**src/sc1kd_pkg.sv**
```systemverilog
// ----------------------------------------------------------------------------
// Scan code set 1 key event decoder package
// Shared types, constants and key tables of the decoder.
// ----------------------------------------------------------------------------
package sc1kd_pkg;

   localparam int BUFFER_SLOTS_DEFAULT = 16;

   localparam logic OP_SCAN = 1'b0;
   localparam logic OP_POP  = 1'b1;

   localparam logic [7:0] SC_PREFIX      = 8'hE0;
   localparam logic [7:0] SC_LSHIFT_MAKE = 8'h2A;
   localparam logic [7:0] SC_RSHIFT_MAKE = 8'h36;
   localparam logic [7:0] SC_LSHIFT_BRK  = 8'hAA;
   localparam logic [7:0] SC_RSHIFT_BRK  = 8'hB6;
   localparam logic [7:0] SC_CTRL_MAKE   = 8'h1D;
   localparam logic [7:0] SC_CTRL_BRK    = 8'h9D;
   localparam logic [7:0] SC_ALT_MAKE    = 8'h38;
   localparam logic [7:0] SC_ALT_BRK     = 8'hB8;
   localparam logic [7:0] SC_CAPS        = 8'h3A;

   localparam logic [6:0] CHR_LOWER_A = 7'h61;
   localparam logic [6:0] CHR_LOWER_Z = 7'h7A;
   localparam logic [6:0] CHR_UPPER_A = 7'h41;
   localparam logic [6:0] CHR_UPPER_Z = 7'h5A;
   localparam logic [6:0] CTRL_LOWER_OFS = 7'h60;
   localparam logic [6:0] CTRL_UPPER_OFS = 7'h40;

   localparam logic [6:0] PLAIN_MAP [64] = '{
      7'h00, 7'h00, 7'h31, 7'h32, 7'h33, 7'h34, 7'h35, 7'h36,
      7'h37, 7'h38, 7'h39, 7'h30, 7'h2D, 7'h3D, 7'h08, 7'h09,
      7'h71, 7'h77, 7'h65, 7'h72, 7'h74, 7'h79, 7'h75, 7'h69,
      7'h6F, 7'h70, 7'h5B, 7'h5D, 7'h0D, 7'h00, 7'h61, 7'h73,
      7'h64, 7'h66, 7'h67, 7'h68, 7'h6A, 7'h6B, 7'h6C, 7'h3B,
      7'h27, 7'h60, 7'h00, 7'h5C, 7'h7A, 7'h78, 7'h63, 7'h76,
      7'h62, 7'h6E, 7'h6D, 7'h2C, 7'h2E, 7'h2F, 7'h00, 7'h2A,
      7'h00, 7'h20, 7'h00, 7'h00, 7'h00, 7'h00, 7'h00, 7'h00
   };

   localparam logic [6:0] SHIFT_MAP [64] = '{
      7'h00, 7'h00, 7'h21, 7'h40, 7'h23, 7'h24, 7'h25, 7'h5E,
      7'h26, 7'h2A, 7'h28, 7'h29, 7'h5F, 7'h2B, 7'h08, 7'h09,
      7'h51, 7'h57, 7'h45, 7'h52, 7'h54, 7'h59, 7'h55, 7'h49,
      7'h4F, 7'h50, 7'h7B, 7'h7D, 7'h0D, 7'h00, 7'h41, 7'h53,
      7'h44, 7'h46, 7'h47, 7'h48, 7'h4A, 7'h4B, 7'h4C, 7'h3A,
      7'h22, 7'h7E, 7'h00, 7'h7C, 7'h5A, 7'h58, 7'h43, 7'h56,
      7'h42, 7'h4E, 7'h4D, 7'h3C, 7'h3E, 7'h3F, 7'h00, 7'h2A,
      7'h00, 7'h20, 7'h00, 7'h00, 7'h00, 7'h00, 7'h00, 7'h00
   };

   typedef struct packed {
      logic       op;
      logic       has_event;
      logic [7:0] ev_scan;
      logic [6:0] ev_ascii;
      logic [3:0] mods;
   } cmd_type;

endpackage

```
**src/scancode_set1_key_event_decoder_unit.sv**
```systemverilog
// ----------------------------------------------------------------------------
// Scan code set 1 key event decoder
// Decodes set 1 scan code bytes into key events held in a ring, and pops them.
// ----------------------------------------------------------------------------
// Channel  Direction  tdata                                   tuser
// req      in         scan_byte[7:0]                          op
// rsp      out        scan, ascii, queued, dropped, avail,    event_valid
//                     modifier_bits
//
// One beat is accepted per cycle while the command queue has room; a result
// passes through the command queue, then the result register at the ring.
// Back-pressure on the result channel, through the command queue, sets the rate.
// Reset is synchronous and empties the ring and clears all modifiers.
// A stalled result fills the two-entry queue, after which req_tready drops.
// ----------------------------------------------------------------------------
module scancode_set1_key_event_decoder_unit #(
   parameter int BUFFER_SLOTS = sc1kd_pkg::BUFFER_SLOTS_DEFAULT
) (
   input  logic        clock,
   input  logic        reset,
   input  logic        req_tvalid,
   output logic        req_tready,
   input  logic [7:0]  req_tdata,   // scan_byte[7:0]
   input  logic [0:0]  req_tuser,   // op[0]
   output logic        rsp_tvalid,
   input  logic        rsp_tready,
   output logic [23:0] rsp_tdata,   // event_scan[7:0], event_ascii[14:8],
                                    // event_queued[15], event_dropped[16],
                                    // available[17], modifier_bits[21:18], zero
   output logic [0:0]  rsp_tuser    // event_valid[0]
);

   sc1kd_pkg::cmd_type front_cmd, back_cmd;
   logic front_valid, front_ready, back_valid, back_ready;
   logic       ev_valid, ev_queued, ev_dropped, avail;
   logic [7:0] ev_scan;
   logic [6:0] ev_ascii;
   logic [3:0] mods;

   sc1kd_front u_front (
      .clock     (clock),
      .reset     (reset),
      .in_valid  (req_tvalid),
      .in_ready  (req_tready),
      .in_op     (req_tuser[0]),
      .in_scan   (req_tdata),
      .cmd_valid (front_valid),
      .cmd_ready (front_ready),
      .cmd       (front_cmd)
   );

   sc1kd_queue u_queue (
      .clock      (clock),
      .reset      (reset),
      .push_valid (front_valid),
      .push_ready (front_ready),
      .push_cmd   (front_cmd),
      .pop_valid  (back_valid),
      .pop_ready  (back_ready),
      .pop_cmd    (back_cmd)
   );

   sc1kd_back #(
      .BUFFER_SLOTS (BUFFER_SLOTS)
   ) u_back (
      .clock             (clock),
      .reset             (reset),
      .cmd_valid         (back_valid),
      .cmd_ready         (back_ready),
      .cmd               (back_cmd),
      .out_valid         (rsp_tvalid),
      .out_ready         (rsp_tready),
      .out_event_valid   (ev_valid),
      .out_event_scan    (ev_scan),
      .out_event_ascii   (ev_ascii),
      .out_event_queued  (ev_queued),
      .out_event_dropped (ev_dropped),
      .out_available     (avail),
      .out_modifier_bits (mods)
   );

   assign rsp_tdata = {2'b00, mods, avail, ev_dropped, ev_queued, ev_ascii, ev_scan};
   assign rsp_tuser = ev_valid;

endmodule

```
**src/sc1kd_front.sv**
```systemverilog
// ----------------------------------------------------------------------------
// Scan code set 1 decoder front end
// Tracks prefix and modifier state and turns each beat into a ring command.
// ----------------------------------------------------------------------------
module sc1kd_front (
   input  logic                clock,
   input  logic                reset,
   input  logic                in_valid,
   output logic                in_ready,
   input  logic                in_op,
   input  logic [7:0]          in_scan,
   output logic                cmd_valid,
   input  logic                cmd_ready,
   output sc1kd_pkg::cmd_type  cmd
);

   logic ext_ff, shift_ff, ctrl_ff, alt_ff, caps_ff;
   logic ext_in, shift_in, ctrl_in, alt_in, caps_in;
   logic       has_event;
   logic [7:0] ev_scan;
   logic [6:0] ev_ascii;
   logic [6:0] chr;
   logic       is_lower, is_upper, is_shift_code;
   logic       accept;

   assign in_ready  = cmd_ready;
   assign cmd_valid = in_valid;
   assign accept    = in_valid & cmd_ready;

   always_comb begin
      chr = shift_ff ? sc1kd_pkg::SHIFT_MAP[in_scan[5:0]]
                     : sc1kd_pkg::PLAIN_MAP[in_scan[5:0]];
      if (in_scan[6]) begin
         chr = 7'd0;
      end
      if (caps_ff && chr >= sc1kd_pkg::CHR_LOWER_A && chr <= sc1kd_pkg::CHR_LOWER_Z) begin
         chr[5] = 1'b0;
      end else if (caps_ff && chr >= sc1kd_pkg::CHR_UPPER_A &&
                   chr <= sc1kd_pkg::CHR_UPPER_Z) begin
         chr[5] = 1'b1;
      end
      is_lower = (chr >= sc1kd_pkg::CHR_LOWER_A) && (chr <= sc1kd_pkg::CHR_LOWER_Z);
      is_upper = (chr >= sc1kd_pkg::CHR_UPPER_A) && (chr <= sc1kd_pkg::CHR_UPPER_Z);
      is_shift_code = (in_scan == sc1kd_pkg::SC_LSHIFT_MAKE) ||
                      (in_scan == sc1kd_pkg::SC_RSHIFT_MAKE) ||
                      (in_scan == sc1kd_pkg::SC_LSHIFT_BRK) ||
                      (in_scan == sc1kd_pkg::SC_RSHIFT_BRK);

      ext_in    = 1'b0;
      shift_in  = shift_ff;
      ctrl_in   = ctrl_ff;
      alt_in    = alt_ff;
      caps_in   = caps_ff;
      has_event = 1'b0;
      ev_scan   = 8'd0;
      ev_ascii  = 7'd0;

      if (in_op == sc1kd_pkg::OP_POP) begin
         ext_in = ext_ff;
      end else if (in_scan == sc1kd_pkg::SC_PREFIX) begin
         ext_in = 1'b1;
      end else if (ext_ff && is_shift_code) begin
         ext_in = 1'b0;
      end else if (in_scan == sc1kd_pkg::SC_LSHIFT_MAKE ||
                   in_scan == sc1kd_pkg::SC_RSHIFT_MAKE) begin
         shift_in = 1'b1;
      end else if (in_scan == sc1kd_pkg::SC_LSHIFT_BRK ||
                   in_scan == sc1kd_pkg::SC_RSHIFT_BRK) begin
         shift_in = 1'b0;
      end else if (in_scan == sc1kd_pkg::SC_CTRL_MAKE) begin
         ctrl_in = 1'b1;
      end else if (in_scan == sc1kd_pkg::SC_CTRL_BRK) begin
         ctrl_in = 1'b0;
      end else if (in_scan == sc1kd_pkg::SC_ALT_MAKE) begin
         alt_in = 1'b1;
      end else if (in_scan == sc1kd_pkg::SC_ALT_BRK) begin
         alt_in = 1'b0;
      end else if (in_scan == sc1kd_pkg::SC_CAPS) begin
         caps_in = ~caps_ff;
      end else if (!in_scan[7]) begin
         has_event = 1'b1;
         if (ext_ff || alt_ff || chr == 7'd0) begin
            ev_scan = in_scan;
         end else if (ctrl_ff && is_lower) begin
            ev_ascii = chr - sc1kd_pkg::CTRL_LOWER_OFS;
         end else if (ctrl_ff && is_upper) begin
            ev_ascii = chr - sc1kd_pkg::CTRL_UPPER_OFS;
         end else begin
            ev_ascii = chr;
         end
      end

      cmd.op        = in_op;
      cmd.has_event = has_event;
      cmd.ev_scan   = ev_scan;
      cmd.ev_ascii  = ev_ascii;
      cmd.mods      = {alt_in, ctrl_in, shift_in, shift_in};
   end

   always_ff @(posedge clock) begin
      if (reset) begin
         ext_ff   <= 1'b0;
         shift_ff <= 1'b0;
         ctrl_ff  <= 1'b0;
         alt_ff   <= 1'b0;
         caps_ff  <= 1'b0;
      end else if (accept) begin
         ext_ff   <= ext_in;
         shift_ff <= shift_in;
         ctrl_ff  <= ctrl_in;
         alt_ff   <= alt_in;
         caps_ff  <= caps_in;
      end
   end

endmodule

```
**src/sc1kd_queue.sv**
```systemverilog
// ----------------------------------------------------------------------------
// Scan code set 1 decoder command queue
// Two-entry queue that decouples the front end from the ring back end.
// ----------------------------------------------------------------------------
module sc1kd_queue (
   input  logic                clock,
   input  logic                reset,
   input  logic                push_valid,
   output logic                push_ready,
   input  sc1kd_pkg::cmd_type  push_cmd,
   output logic                pop_valid,
   input  logic                pop_ready,
   output sc1kd_pkg::cmd_type  pop_cmd
);

   sc1kd_pkg::cmd_type entry_ff [2];
   logic [1:0] count_ff, count_in;
   logic       wr_ff, rd_ff;
   logic       do_push, do_pop;

   assign push_ready = (count_ff != 2'd2);
   assign pop_valid  = (count_ff != 2'd0);
   assign pop_cmd    = entry_ff[rd_ff];
   assign do_push    = push_valid & push_ready;
   assign do_pop     = pop_valid & pop_ready;

   always_comb begin
      count_in = count_ff;
      if (do_push && !do_pop) begin
         count_in = count_ff + 2'd1;
      end else if (do_pop && !do_push) begin
         count_in = count_ff - 2'd1;
      end
   end

   always_ff @(posedge clock) begin
      if (reset) begin
         count_ff <= 2'd0;
         wr_ff    <= 1'b0;
         rd_ff    <= 1'b0;
      end else begin
         count_ff <= count_in;
         if (do_push) begin
            wr_ff <= ~wr_ff;
         end
         if (do_pop) begin
            rd_ff <= ~rd_ff;
         end
      end
   end

   always_ff @(posedge clock) begin
      if (do_push) begin
         entry_ff[wr_ff] <= push_cmd;
      end
   end

endmodule

```
**src/sc1kd_back.sv**
```systemverilog
// ----------------------------------------------------------------------------
// Scan code set 1 decoder ring back end
// Event ring with one empty slot, and the registered result beat.
// ----------------------------------------------------------------------------
module sc1kd_back #(
   parameter int BUFFER_SLOTS = sc1kd_pkg::BUFFER_SLOTS_DEFAULT
) (
   input  logic                clock,
   input  logic                reset,
   input  logic                cmd_valid,
   output logic                cmd_ready,
   input  sc1kd_pkg::cmd_type  cmd,
   output logic                out_valid,
   input  logic                out_ready,
   output logic                out_event_valid,
   output logic [7:0]          out_event_scan,
   output logic [6:0]          out_event_ascii,
   output logic                out_event_queued,
   output logic                out_event_dropped,
   output logic                out_available,
   output logic [3:0]          out_modifier_bits
);

   localparam int IW = (BUFFER_SLOTS > 2) ? $clog2(BUFFER_SLOTS) : 1;
   localparam logic [IW-1:0] LAST_SLOT = IW'(BUFFER_SLOTS - 1);

   logic [14:0]   event_store_ff [BUFFER_SLOTS];
   logic [14:0]   rd_data_ff;
   logic [IW-1:0] wr_ff, rd_ff, wr_in, rd_in, wr_next, rd_next;
   logic          valid_ff, ev_valid_ff, queued_ff, dropped_ff, avail_ff;
   logic          ev_valid_in, queued_in, dropped_in;
   logic [3:0]    mods_ff;
   logic          take, do_write, do_read, is_full, is_empty;

   assign cmd_ready = ~valid_ff | out_ready;
   assign take      = cmd_valid & cmd_ready;
   assign wr_next   = (wr_ff == LAST_SLOT) ? '0 : wr_ff + IW'(1);
   assign rd_next   = (rd_ff == LAST_SLOT) ? '0 : rd_ff + IW'(1);
   assign is_full   = (wr_next == rd_ff);
   assign is_empty  = (wr_ff == rd_ff);

   always_comb begin
      wr_in       = wr_ff;
      rd_in       = rd_ff;
      ev_valid_in = 1'b0;
      queued_in   = 1'b0;
      dropped_in  = 1'b0;
      do_write    = 1'b0;
      do_read     = 1'b0;
      if (cmd.op == sc1kd_pkg::OP_POP) begin
         if (!is_empty) begin
            ev_valid_in = 1'b1;
            do_read     = take;
            rd_in       = rd_next;
         end
      end else if (cmd.has_event) begin
         if (is_full) begin
            dropped_in = 1'b1;
         end else begin
            queued_in = 1'b1;
            do_write  = take;
            wr_in     = wr_next;
         end
      end
   end

   always_ff @(posedge clock) begin
      if (reset) begin
         valid_ff <= 1'b0;
         wr_ff    <= '0;
         rd_ff    <= '0;
      end else begin
         if (take) begin
            valid_ff <= 1'b1;
            wr_ff    <= wr_in;
            rd_ff    <= rd_in;
         end else if (out_ready) begin
            valid_ff <= 1'b0;
         end
      end
   end

   always_ff @(posedge clock) begin
      if (take) begin
         ev_valid_ff <= ev_valid_in;
         queued_ff   <= queued_in;
         dropped_ff  <= dropped_in;
         avail_ff    <= (wr_in != rd_in);
         mods_ff     <= cmd.mods;
      end
   end

   always_ff @(posedge clock) begin
      if (do_write) begin
         event_store_ff[wr_ff] <= {cmd.ev_scan, cmd.ev_ascii};
      end
      if (do_read) begin
         rd_data_ff <= event_store_ff[rd_ff];
      end
   end

   assign out_valid         = valid_ff;
   assign out_event_valid   = ev_valid_ff;
   assign out_event_scan    = ev_valid_ff ? rd_data_ff[14:7] : 8'd0;
   assign out_event_ascii   = ev_valid_ff ? rd_data_ff[6:0] : 7'd0;
   assign out_event_queued  = queued_ff;
   assign out_event_dropped = dropped_ff;
   assign out_available     = avail_ff;
   assign out_modifier_bits = mods_ff;

endmodule

```
**config.mk**
```make
export PLATFORM = sky130hd
export DESIGN_NAME = scancode_set1_key_event_decoder_unit
export DESIGN_NICKNAME = d
export VERILOG_FILES = /design/src/sc1kd_pkg.sv /design/src/scancode_set1_key_event_decoder_unit.sv /design/src/sc1kd_front.sv /design/src/sc1kd_queue.sv /design/src/sc1kd_back.sv
export SDC_FILE = /design/constraint.sdc
export NUM_CORES = 1
export LEC_CHECK = 0
export BUFFER_PORTS_ARGS = -buffer_cell sky130_fd_sc_hd__buf_2
export CORE_MARGIN = 2
export CORE_UTILIZATION = 45
export CTS_CLUSTER_SIZE = 30
export DETAILED_ROUTE_END_ITERATION = 16
export PLACE_DENSITY = 0.61
export SYNTH_ARGS = -nofsm -noshare
export SYNTH_HDL_FRONTEND = slang
export SYNTH_SLANG_ARGS = --single-unit
```
**constraint.sdc**
```tcl
create_clock -name clock -period 3.4 [get_ports clock]
set_input_delay 0.34 -clock clock [delete_from_list [all_inputs] [get_ports clock]]
set_output_delay 0.34 -clock clock [all_outputs]
set_load 0.1 [all_outputs]
```
### Yosys cells after proc, flatten, opt, wreduce, memory -nomap -nowiden

Memory sizes are Yosys's and may differ from the RTL's. A register that Yosys moved wholly into a read port is not among the register bits.
Cells that the tools add are included.

* bits in registers: 26
* bits in writable memories: 282
* ROM bits: 896
* bits of input ports: 13
* output and inout bits: 27
* word-level logic and storage cells: 189
* memories kept: 4

Memories
* (no name shown): words 64, bits a word 7, rd ports 1, clocked after memory_dff 0, wr ports 0, line sc1kd_front.sv:31 `chr = shift_ff ? sc1kd_pkg::SHIFT_MAP[in_scan[5:0]]`
* (no name shown): words 64, bits a word 7, rd ports 1, clocked after memory_dff 0, wr ports 0, line sc1kd_front.sv:32 `: sc1kd_pkg::PLAIN_MAP[in_scan[5:0]];`
* u_back.event_store_ff: words 16, bits a word 15, rd ports 1, clocked after memory_dff 1, wr ports 1, line sc1kd_back.sv:27 `logic [14:0] event_store_ff [BUFFER_SLOTS];`
* u_queue.entry_ff: words 2, bits a word 21, rd ports 1, clocked after memory_dff 1, wr ports 1, line sc1kd_queue.sv:16 `sc1kd_pkg::cmd_type entry_ff [2];`

* add/sub/neg operators: 6
* order comparisons: 9
* eq/ne operators: 16
* multiplexer cells: 94
* bitwise operators: 18
* reductions and logical operators: 26

Operators by type and width (count)
* $mux 7: 22
* $mux 8: 12
* $mux 1: 51
* $eq 8x8->1 const B: 5
* $ge 7x7->1 const B: 5
* $eq 8x6->1 const B: 4
* $le 7x7->1 const B: 4
* $mux 4: 7
* $not 1->1: 14
* $sub 7x7->7 const B: 2
* $logic_and 1x1->1: 11
* $reduce_and 11->1: 1
* $add 4x1->4 const B: 2
* $eq 4x4->1: 2
* $eq 4x4->1 const B: 2
* $eq 8x5->1 const B: 1
* $logic_not 7->1: 1
* $not 6->7: 1
* $logic_or 1x1->1: 6
* $reduce_bool 2->1: 3
* $mux 2: 2
* $ne 4x4->1: 1
* $add 2x1->2 const B: 1
* $and 1x1->1: 2
* other kinds (6): 7

### Longest topological paths before layout

Gate-level depths: netlist (run 1).

* depth in word-level cells: 28
* mapped depth: 16
* mapped depth without buffers: 15

### Hierarchy

From an unflattened synthesis (run 1), not the netlist that was laid out.

* cell total of the unflattened synthesis: 899
* area total of the unflattened synthesis: 14577.7 µm²

By module, submodules not included
* sc1kd_back: times used 1, cells each 491, area each 10672.7 µm²
* sc1kd_front: times used 1, cells each 313, area each 2133.3 µm²
* sc1kd_queue: times used 1, cells each 89, area each 1730.4 µm²
* scancode_set1_key_event_decoder_unit: times used 1, cells each 6, area each 41.3 µm²

### Worst setup path after synthesis (run 1)

No wires, ideal clock.

* path kind: in2reg
* start point: in req_tdata[0]
* end point: mem u_queue.entry_ff[0][10] in the netlist's numbering (data pin)
* library setup time: 0.177 ns
* arrival time: 3.315 ns
* data required time: 3.223 ns
* path slack: -0.091 ns
* cell stages on the path: 16
* path through: buf_2 > inv_1 > ha_1 > nor2b_1 > a211o_1 > a31o_2 > a221oi_1 > a21oi_1 > o21ai_1 > nor3b_2 > xor2_1 > ha_1 > inv_1 > a2111oi_1 > o21ai_1 > a221oi_2

RTL lines
* from (decl): line scancode_set1_key_event_decoder_unit.sv:23 `input logic [7:0] req_tdata,`
* to (decl): line sc1kd_queue.sv:16

==> metrics.md, run 1 <==
| Metric | Value |
|---|---|
| Status | complete, no violations |
| Area delta synth->final | 16.2% |
| Global route overflow | 0 |
| Die X | 176 µm |
| CTS tree | built |
| Commonest cells after routing, fill and taps aside | 283 x edfxtp_1, 81 x buf_4, 70 x mux4_2 |
| FF/Latch Area | 8880 µm² |
| Clock latency on the worst-skew pair | 0.55 ns |
| Share of the synthesized area in the top cell type | 0.638 |
| Buf+Inv Stages, Crit Path | 3 |
| Compound-Gate Fraction of Synth Area | 0.0519 |
| Final Core Density | 0.535 |
| CTS sink cnt | 302 |
| Hold Path Class | primary input to flip-flop |
| Pins over their slew limit | 0 |
| CP Max Fanout | 6 |
| CP Cell Sequence | buf_4 > nor2_1 > inv_1 > a221oi_1 > a221oi_2 > or2_1 > and4_4 > nor3b_2 > xor2_1 > ha_2 > inv_1 > a2111oi_4 > o21ai_1 > a221oi_2 |
| Footprint of the multi-input gates | 4170 µm² |
| Mapped Cells | 816 |
| Ys flop type | edfxtp_1 |
| Sequential area share after synthesis | 0.667 |
| PortBufs | 36 |
| Worst setup EP type | flip-flop |
| Nets | 951 |
| Max Clk Rate | 322 MHz |
| Placed Area | 14500 µm² |
| Slowest CP cell | dfxtp_1 |
| Detail Placement HPWL | 19.4 mm |
| Initial Util | 0.460 |
| Fin crit period | 3.11 ns |
| CTS Buf Count | 30 |
| Setup Viol. Count Final | 0 |
| Power Density | 630 nW/µm² |
| Core area | 28900 µm² |
| Die Y | 176 µm |
| Post-route ant nets | 0 |
| Total wire length | 29.7 mm |
| RSZ-0062 raised after global routing | false |
| Xor-xnor portion of the synthesized cell area | 0.0157 |
| FFs w/ async S/R, synth | 0 |
| First-pass GRT wire length | 45.6 mm |
| WS Path Type | flip-flop to flip-flop |
| Pwr Total | 0.00976 W |
| Via count | 7407 |
| Number of global-route vias before repair | 7771 |
| Post-Synth Simple-Gate Area | 0.0794 |
| Global router's overall resource usage | 0.195 |
| Largest net degree at the start of global routing | 63 |
| H-tree depth | 1 |
| Crit path launch type | flip-flop |
| Share of post-route cells with drive strength above 1 | 0.298 |
| Cell accounting for the most synthesized area | edfxtp_1 |
| Most common cell after layout, fill and taps aside | edfxtp_1 |
| Mux contribution to synthesized area | 0.144 |
| EDFF count, synth | 283 |
| DR vias/cell | 5.59 |
| Max Cap Violations | 0 |
| Root Buffer | clkbuf_16 |
| Setup Skew | 0.0262 ns |
| DRC viols | 0 |
| Dpl cells | 1270 |
| Initial DRC count | 582 |
| # hold bufs at CTS | 0 |
| Max Buffers Root-to-Sink | 3 |
| Pleak | 5.17 nW |
| Unique masters post-synth | 71 |
| Sum Neg Setup Slack | 0 ns |
| Row cnt | 62 |
| RePlAce Congestion | 0.898 |
| Final period util | 0.914 |
| Worst-path clk slew | 0.06 ns |
| Largest family of logic cells by synthesized area | multiplexers |
| Worst vdd ir | 0.451 mV |
| Final hold vios | 0 |
| Io pins | 40 |
| Top delay family on crit path | compound AO/OA/AOI/OAI gates |
| Tightest Pin Transition | 0.629 ns |
| Critical path required time | 3.76 ns |
| Finished Layout Cells | 1326 |
| Adder-cell share of the synthesized area | 0.0169 |
| Mapped Area | 13300 µm² |
| Most area-consuming cells after synthesis | edfxtp_1 64%, mux4_2 12%, dfxtp_1 2.9% |
| Wire per inst | 22.4 µm |
| Inserted Diodes | 0 |
| Crit path DAT | 3.47 ns |
| Avg Inst Size Synth | 16.3 µm² |
| First-pass DRT Iterations | 4 |
| Design Area, Final | 15500 µm² |
| Initial antenna violation count | 0 |
| Die ar. | 31000 µm² |
| Count of warnings emitted by yosys | 0 |
| Crit-path max cell delay | 0.32 ns |
| # fillers | 2353 |
| Register bit count reported by yosys | 302 |
| Slew margin rel. | 0.581 |
## flip-flops by register name (all words and copies together) (netlist names), named ones only
signal,cells
u_back.out_event_valid,1
u_back.event_store_ff,224
u_back.out_modifier_bits,3
u_queue.entry_ff,38
u_front.shift_ff,1
u_front.caps_ff,1
u_queue.rd_ff,1
u_front.ext_ff,1
u_back.rd_ff,4
u_queue.wr_ff,1
u_back.rd_data_ff,14
u_back.out_valid,1
u_back.out_event_dropped,1
u_back.out_available,1
u_front.ctrl_ff,1
u_back.out_event_queued,1
u_front.alt_ff,1
u_back.wr_ff,4
u_queue.count_ff,2
## area by class of cell
class | instances | share of cell area
clock inverters | 18 | 0.00922
well taps | 384 | 0.0310
clock buffers | 36 | 0.0513
inverters | 20 | 0.00485
repair buffers | 124 | 0.0600
multi-input cells | 442 | 0.269
flip-flops and latches | 302 | 0.574
## worst paths after layout
| check | startpoint | to | cells after the start | slack (ns) |
|---|---|---|---|---|
| setup / recovery | u_front.shift_ff | u_queue.entry_ff[0][10] | 14 | 0.29 |
| hold / removal | rsp_tready | u_back.out_valid | 3 | 0.09 |
| setup reg to reg | u_front.shift_ff | u_queue.entry_ff[0][10] | 14 | 0.29 |
| hold reg to reg | u_back.out_valid | u_back.out_valid | 2 | 0.51 |
## report_power, final
group	total (W)	internal (W)	switching, W
clock network	0.00311	0.00181	0.00130
registers	0.00464	0.00455	0.0000883
logic	0.00201	0.000551	0.00146
## cells by family after synthesis
logic type,after synthesis
flip-flops,302
AND/OR/NAND/NOR,199
multiplexers,102
AO/OA/AOI/OAI,97
buffers and inverters,74
XOR/XNOR,23
adder cells (fa/ha/maj),18
other,1
## Yosys cell counts (all sizes together) (19+ instances only)
master	instances
nand2	25
buf	28
edfxtp	283
and2	37
nor2	56
inv	19
clkbuf	26
dfxtp	19
a21oi	25
mux4	70
## worst register-to-register path: stages, from the launching register on
cell	delay (ns)
dfxtp_1	0.32
buf_4	0.17
nor2_1	0.18
inv_1	0.09
a221oi_1	0.32
a221oi_2	0.07
or2_1	0.27
and4_4	0.19
nor3b_2	0.18
xor2_1	0.22
ha_2	0.23
inv_1	0.08
a2111oi_4	0.28
o21ai_1	0.10
a221oi_2	0.23
## stage by stage
stage	hold WS, ns	setup WS, ns
2_1_floorplan	0.439	0.0108
3_3_place_gp	0.487	-0.327
3_5_place_dp	0.493	-0.414
4_1_cts	0.0689	0.109
5_1_grt	0.0940	0.0230
6_report	0.0912	0.292
## routing by layer
| layer | track usage | wire length (µm) | vias up |
|---|---|---|---|
| met5 | 0 | 0 | - |
| met1 | 0.256 | 12600 | 3805 |
| met3 | 0.0207 | 1090 | 52 |
| met4 | 0.0572 | 673 | 0 |
| li1 | - | - | 3388 |
| met2 | 0.344 | 15300 | 162 |
## timing repair
| item | 4_1_cts | 5_1_grt |
|---|---|---|
| gates resized for setup | 1 | 4 |
| pin swaps | 0 | 1 |
| buffers inserted | 0 | 2 |
| endpoints found under the setup margin | 2 | 2 |
No activity file was read; power rests on OpenSTA's default activity.
==> run 2, diff against run 1 <==
--- a/config.mk
+++ b/config.mk
@@ -7,10 +7,10 @@
 export LEC_CHECK = 0
 export BUFFER_PORTS_ARGS = -buffer_cell sky130_fd_sc_hd__buf_2
 export CORE_MARGIN = 2
-export CORE_UTILIZATION = 45
+export CORE_UTILIZATION = 25
 export CTS_CLUSTER_SIZE = 30
 export DETAILED_ROUTE_END_ITERATION = 16
-export PLACE_DENSITY = 0.61
+export PLACE_DENSITY = 0.38
 export SYNTH_ARGS = -nofsm -noshare
 export SYNTH_HDL_FRONTEND = slang
 export SYNTH_SLANG_ARGS = --single-unit
==> run 2 against run 1 <==
Clock skew is 0.00092 ns lower. Die area is 78% higher. Total power is 5.1% higher. Utilization is 23 points lower. Clock power is 14% higher. Sequential share of layout area is 2.0 points lower. Flip-flop and latch count stayed put. First-iteration DRC count is 22% lower. Final cell count is 24% higher. Register-to-register slack hardly changed. Global-route usage is 6.9 points lower. Combinational power hardly changed. Largest power group unchanged. Highest routed layer unchanged.
==> metrics.md, run 2 (same netlist as run 1, synthesis figures left out) <==
| Metric | Value |
|---|---|
| Initial DRC count | 456 |
| Clock latency on the worst-skew pair | 0.54 ns |
| Most common cell after layout, fill and taps aside | edfxtp_1 |
| PortBufs | 36 |
| Worst vdd ir | 0.391 mV |
| Crit path DAT | 3.45 ns |
| R2r setup slk | 0.29 ns |
| CTS Buf Count | 36 |
| Nets | 966 |
| First-pass DRT Iterations | 4 |
| Total wire length | 34.3 mm |
| Status | complete, no violations |
| Area delta synth->final | 20.3% |
| Io pins | 40 |
| WS Path Type | primary input to flip-flop |
| Sum Neg Setup Slack | 0 ns |
| Global router's overall resource usage | 0.126 |
| Worst setup EP type | flip-flop |
| Commonest cells after routing, fill and taps aside | 283 x edfxtp_1, 91 x buf_4, 70 x mux4_2 |
| Pleak | 5.28 nW |
| Pwr Total | 0.0103 W |
| Max Cap Violations | 0 |
| Setup Viol. Count Final | 0 |
| Setup Skew | 0.0252 ns |
| Share of post-route cells with drive strength above 1 | 0.308 |
| Inserted Diodes | 0 |
| Global route overflow | 0 |
| Max Buffers Root-to-Sink | 3 |
| Largest register FFs | 224 |
| Pins over their slew limit | 0 |
| Core area | 52700 µm² |
| Power Density | 640 nW/µm² |
| Initial Util | 0.253 |
| Post-route ant nets | 0 |
| Reg2reg end | u_queue.entry_ff[0][10] |
| Row cnt | 84 |
| DR vias/cell | 4.50 |
| Initial antenna violation count | 0 |
| Die Y | 235 µm |
| H-tree depth | 2 |
| Reg2reg start | u_front.shift_ff |
| Final period util | 0.916 |
| Slew margin rel. | 0.528 |
| Worst-path clk slew | 0.06 ns |
| CTS sink cnt | 302 |
| Crit path launch type | primary input |
| First-pass GRT wire length | 52.2 mm |
| Capture point of the worst path | u_queue.entry_ff[0][10] |
| Die X | 235 µm |
| Via count | 7393 |
| Post-CTS Setup Bufs | 0 |
| Critical path required time | 3.73 ns |
| # hold bufs at CTS | 0 |
| Fin crit period | 3.12 ns |
| Final Core Density | 0.304 |
| Tightest Pin Transition | 0.708 ns |
| DRC viols | 0 |
| # fillers | 5245 |
| Hold Path Class | primary input to flip-flop |
| Final hold vios | 0 |
| RePlAce Congestion | 0.813 |
| R2R cell count | 14 |
| Number of global-route vias before repair | 7914 |
| Placed Area | 14900 µm² |
| Most flops, register | u_back.event_store_ff |
| Max Clk Rate | 321 MHz |
| RSZ-0062 raised after global routing | false |
| Die ar. | 55100 µm² |
| Origin of the worst setup path | req_tdata[1] |
| Detail Placement HPWL | 21.3 mm |
| CTS tree | built |
| CP Max Fanout | 6 |
| Top flop regs | u_back.event_store_ff (224), u_queue.entry_ff (38), u_back.rd_data_ff (14) |
| Design Area, Final | 16000 µm² |
| Largest net degree at the start of global routing | 63 |
| Wire per inst | 20.9 µm |
| Root Buffer | clkbuf_16 |
## run 2: worst min path at each step
stage,from,end,slack [ns],cells past startpoint
detailed placement,u_queue.rd_ff,u_queue.rd_ff,0.51,2
global route,req_tuser,u_queue.entry_ff[1][20],0.12,1
global placement,u_queue.rd_ff,flip-flop,0.50,2
floorplan,req_tuser,u_queue.entry_ff[0][20],0.44,0
finish,rsp_tready,u_back.out_valid,0.11,3
CTS,rsp_tready,u_back.out_valid,0.09,3
## run 2: per-stage QoR
step / instances / hold WS [ns] / setup slack (ns)
6_report: 1644 / 0.112 / 0.285
5_1_grt: 1644 / 0.123 / 0.00168
4_1_cts: 1644 / 0.0923 / 0.226
3_5_place_dp: 1585 / 0.507 / -0.289
3_3_place_gp: 1585 / 0.498 / -0.207
2_1_floorplan: 818 / 0.439 / 0.0108
## run 2: layer usage
metal / vias to the layer above / part of all wire / GRT usage / wire (µm)
met5: - / 0 / 0 / 0
li1: 3430 / - / - / -
met2: 104 / 0.49 / 0.214 / 16900
met3: 45 / 0.030 / 0.0220 / 1020
met4: 0 / 0.020 / 0.0345 / 700
met1: 3814 / 0.46 / 0.165 / 15600
## run 2: repair_timing
action | 4_1_cts | 5_1_grt
endpoints found under the setup margin | 0 | 2
gates resized for setup | 0 | 3
endpoints found under the hold margin | 0 | 0
## run 2: layout make-up
type                            count  area, µm²  share of cell area
Inverter                           20       75.1             0.00469
Tap cell                          688        861              0.0537
Clock inverter                     16        134             0.00836
Sequential cell                   302       8880               0.555
Multi-Input combinational cell    442       4160               0.259
Timing Repair Buffer              133        983              0.0614
Clock buffer                       43        927              0.0579
## run 2: worst max-delay path, stage by stage
cell	delay, ns
buf_2	0.13
buf_4	0.16
ha_1	0.25
mux2i_1	0.15
nor2_1	0.06
o311a_1	0.35
a311oi_2	0.29
buf_4	0.17
nor2b_1	0.16
o21ai_1	0.10
nor3b_2	0.17
xor2_1	0.20
ha_2	0.22
inv_1	0.05
a2111oi_1	0.32
o21ai_1	0.11
a221oi_2	0.22
## run 2: power by group
part / internal (W) / switching [W] / leakage, nW
logic: 0.000557 / 0.00148 / 2.02
clock network: 0.00208 / 0.00147 / 0.517
registers: 0.00455 / 0.000103 / 2.74
total: 0.00720 / 0.00306 / 5.28
==> run 3, diff against run 2 <==
--- a/config.mk
+++ b/config.mk
@@ -6,11 +6,13 @@
 export NUM_CORES = 1
 export LEC_CHECK = 0
 export BUFFER_PORTS_ARGS = -buffer_cell sky130_fd_sc_hd__buf_2
+export CELL_PAD_IN_SITES_DETAIL_PLACEMENT = 1
+export CELL_PAD_IN_SITES_GLOBAL_PLACEMENT = 2
 export CORE_MARGIN = 2
-export CORE_UTILIZATION = 25
+export CORE_UTILIZATION = 42
 export CTS_CLUSTER_SIZE = 30
 export DETAILED_ROUTE_END_ITERATION = 16
-export PLACE_DENSITY = 0.38
+export PLACE_DENSITY = 0.73
 export SYNTH_ARGS = -nofsm -noshare
 export SYNTH_HDL_FRONTEND = slang
 export SYNTH_SLANG_ARGS = --single-unit
==> run 3 against run 2 <==
Register-to-register slack worse by 0.03 ns. Die area down 40%. Largest power group unchanged. Largest cell class unchanged. Final cell count down 17%. Design area down 2.2%. Global-route usage up 7.7 points.
==> metrics.md, run 3 (same netlist as run 1, synthesis figures left out) <==
| Metric | Value |
|---|---|
| DP Worst Slack | -0.372 ns |
| Pins over their slew limit | 0 |
| First-pass GRT wire length | 51.0 mm |
| Die Y | 182 µm |
| Status | complete, no violations |
| R2R cell count | 14 |
| Finished Layout Cells | 1362 |
| Tightest Pin Transition | 0.599 ns |
| Worst hold start | rsp_tready |
| # hold bufs at CTS | 0 |
| Slew margin rel. | 0.601 |
| Initial Util | 0.424 |
| Largest register FFs | 224 |
| Row cnt | 65 |
| Wire per inst | 23.8 µm |
| Detail Placement HPWL | 21.5 mm |
| Final period util | 0.924 |
| Setup Skew | 0.0315 ns |
| # fillers | 3020 |
| Crit path DAT | 3.51 ns |
| Max Cap Violations | 0 |
| Reg2reg start | u_front.shift_ff |
| WS Path Type | primary input to flip-flop |
| Setup Viol. Count Final | 0 |
| Pwr Total | 0.0101 W |
| Via count | 7576 |
| Global route overflow | 0 |
| Most common cell after layout, fill and taps aside | edfxtp_1 |
| Total wire length | 32.4 mm |
| Footprint of the multi-input gates | 4150 µm² |
| Global router's overall resource usage | 0.203 |
| RePlAce Congestion | 0.917 |
| Dpl cells | 1304 |
| CTS tree | built |
| RSZ-0062 raised after global routing | false |
| Largest net degree at the start of global routing | 45 |
| Inserted Diodes | 0 |
| Critical path required time | 3.77 ns |
| Worst setup margin | 0.258 ns |
| PortBufs | 36 |
| Nets | 966 |
| Root Buffer | clkbuf_16 |
| Initial antenna violation count | 0 |
| Final hold vios | 0 |
| Area delta synth->final | 17.6% |
| Clock latency on the worst-skew pair | 0.56 ns |
| Power Density | 644 nW/µm² |
| R2r setup slk | 0.26 ns |
| Pleak | 5.28 nW |
| Commonest cells after routing, fill and taps aside | 283 x edfxtp_1, 96 x buf_4, 70 x mux4_2 |
| Reg2reg end | u_queue.entry_ff[0][10] |
| Max Clk Rate | 318 MHz |
| Max Buffers Root-to-Sink | 3 |
| CTS sink cnt | 302 |
| Share of post-route cells with drive strength above 1 | 0.310 |
| Sum Neg Setup Slack | 0 ns |
| Worst hold path endpoint | u_back.out_valid |
| WHS Path Cells | 3 |
| Die X | 182 µm |
| H-tree depth | 1 |
| Core area | 31400 µm² |
| Worst setup EP type | flip-flop |
| DR vias/cell | 5.56 |
| Io pins | 40 |
| Most flops, register | u_back.event_store_ff |
| Resized cells post-CTS | 0 |
| Number of global-route vias before repair | 8318 |
| Worst vdd ir | 0.564 mV |
| DRC viols | 0 |
| FF/Latch Area | 8880 µm² |
| Crit path launch type | primary input |
| CP Max Fanout | 5 |
| Die ar. | 33200 µm² |
| CTS Buf Count | 31 |
| Post-CTS Setup Bufs | 0 |
| Post-route ant nets | 0 |
| First-pass DRT Iterations | 5 |
| Worst-path clk slew | 0.06 ns |
| Fin crit period | 3.14 ns |
| Initial DRC count | 463 |
| Top flop regs | u_back.event_store_ff (224), u_queue.entry_ff (38), u_back.rd_data_ff (14) |
| Hold Path Class | primary input to flip-flop |
run 3: how the worst max path moves through the flow:
stage	start	to	slack [ns]	cells after the start
4_1_cts	u_front.shift_ff	u_queue.entry_ff[0][10]	0.12	14
5_1_grt	req_tdata[0]	u_queue.entry_ff[0][10]	0.02	18
6_report	req_tdata[0]	u_queue.entry_ff[0][10]	0.26	18
3_5_place_dp	req_tdata[0]	u_queue.entry_ff[1][10]	-0.37	18
3_3_place_gp	req_tdata[0]	u_queue.entry_ff[0][10]	-0.20	18
2_1_floorplan	req_tdata[1]	u_queue.entry_ff[0][10]	0.01	16
run 3: cell type report:
class / count / area share
timing repair buffer: 138 / 0.0652
sequential: 302 / 0.567
tap: 402 / 0.0321
clock inverter: 22 / 0.0155
clock buffer: 36 / 0.0507
multi-input combinational: 442 / 0.265
inverter: 20 / 0.00479
run 3: power by group:
| part | total [W] | switching [W] | internal [W] |
|---|---|---|---|
| clock | 0.00343 | 0.00138 | 0.00205 |
| combinational | 0.00201 | 0.00145 | 0.000559 |
| sequential | 0.00466 | 0.000109 | 0.00455 |
| total | 0.0101 | 0.00294 | 0.00716 |
run 3: stage by stage:
step                instance area (µm²)  hold WS (ns)  utilization
finish                            15700        0.0835        0.499
detailed placement                14600         0.504        0.466
CTS                               15700        0.0644        0.499
floorplan                         13300         0.439            -
global placement                  14600         0.497        0.466
global route                      15700        0.0706        0.499
run 3: layer usage:
layer	vias to the layer above	wire, µm	track usage
li1	3429	-	-
met5	-	0	0
met2	195	17000	0.365
met3	62	1250	0.0231
met4	0	1070	0.0658
met1	3890	13200	0.257
run 3: critical path, cell delays in order:
cell,delay (ns)
buf_2,0.14
inv_2,0.08
ha_1,0.27
buf_4,0.16
nor2_1,0.08
nor3_1,0.05
o311a_1,0.28
a311oi_1,0.35
buf_4,0.19
nor2b_1,0.16
o21ai_1,0.10
nor3b_2,0.17
xor2_1,0.23
ha_2,0.23
inv_1,0.06
a2111oi_2,0.29
o21ai_1,0.11
a221oi_2,0.22
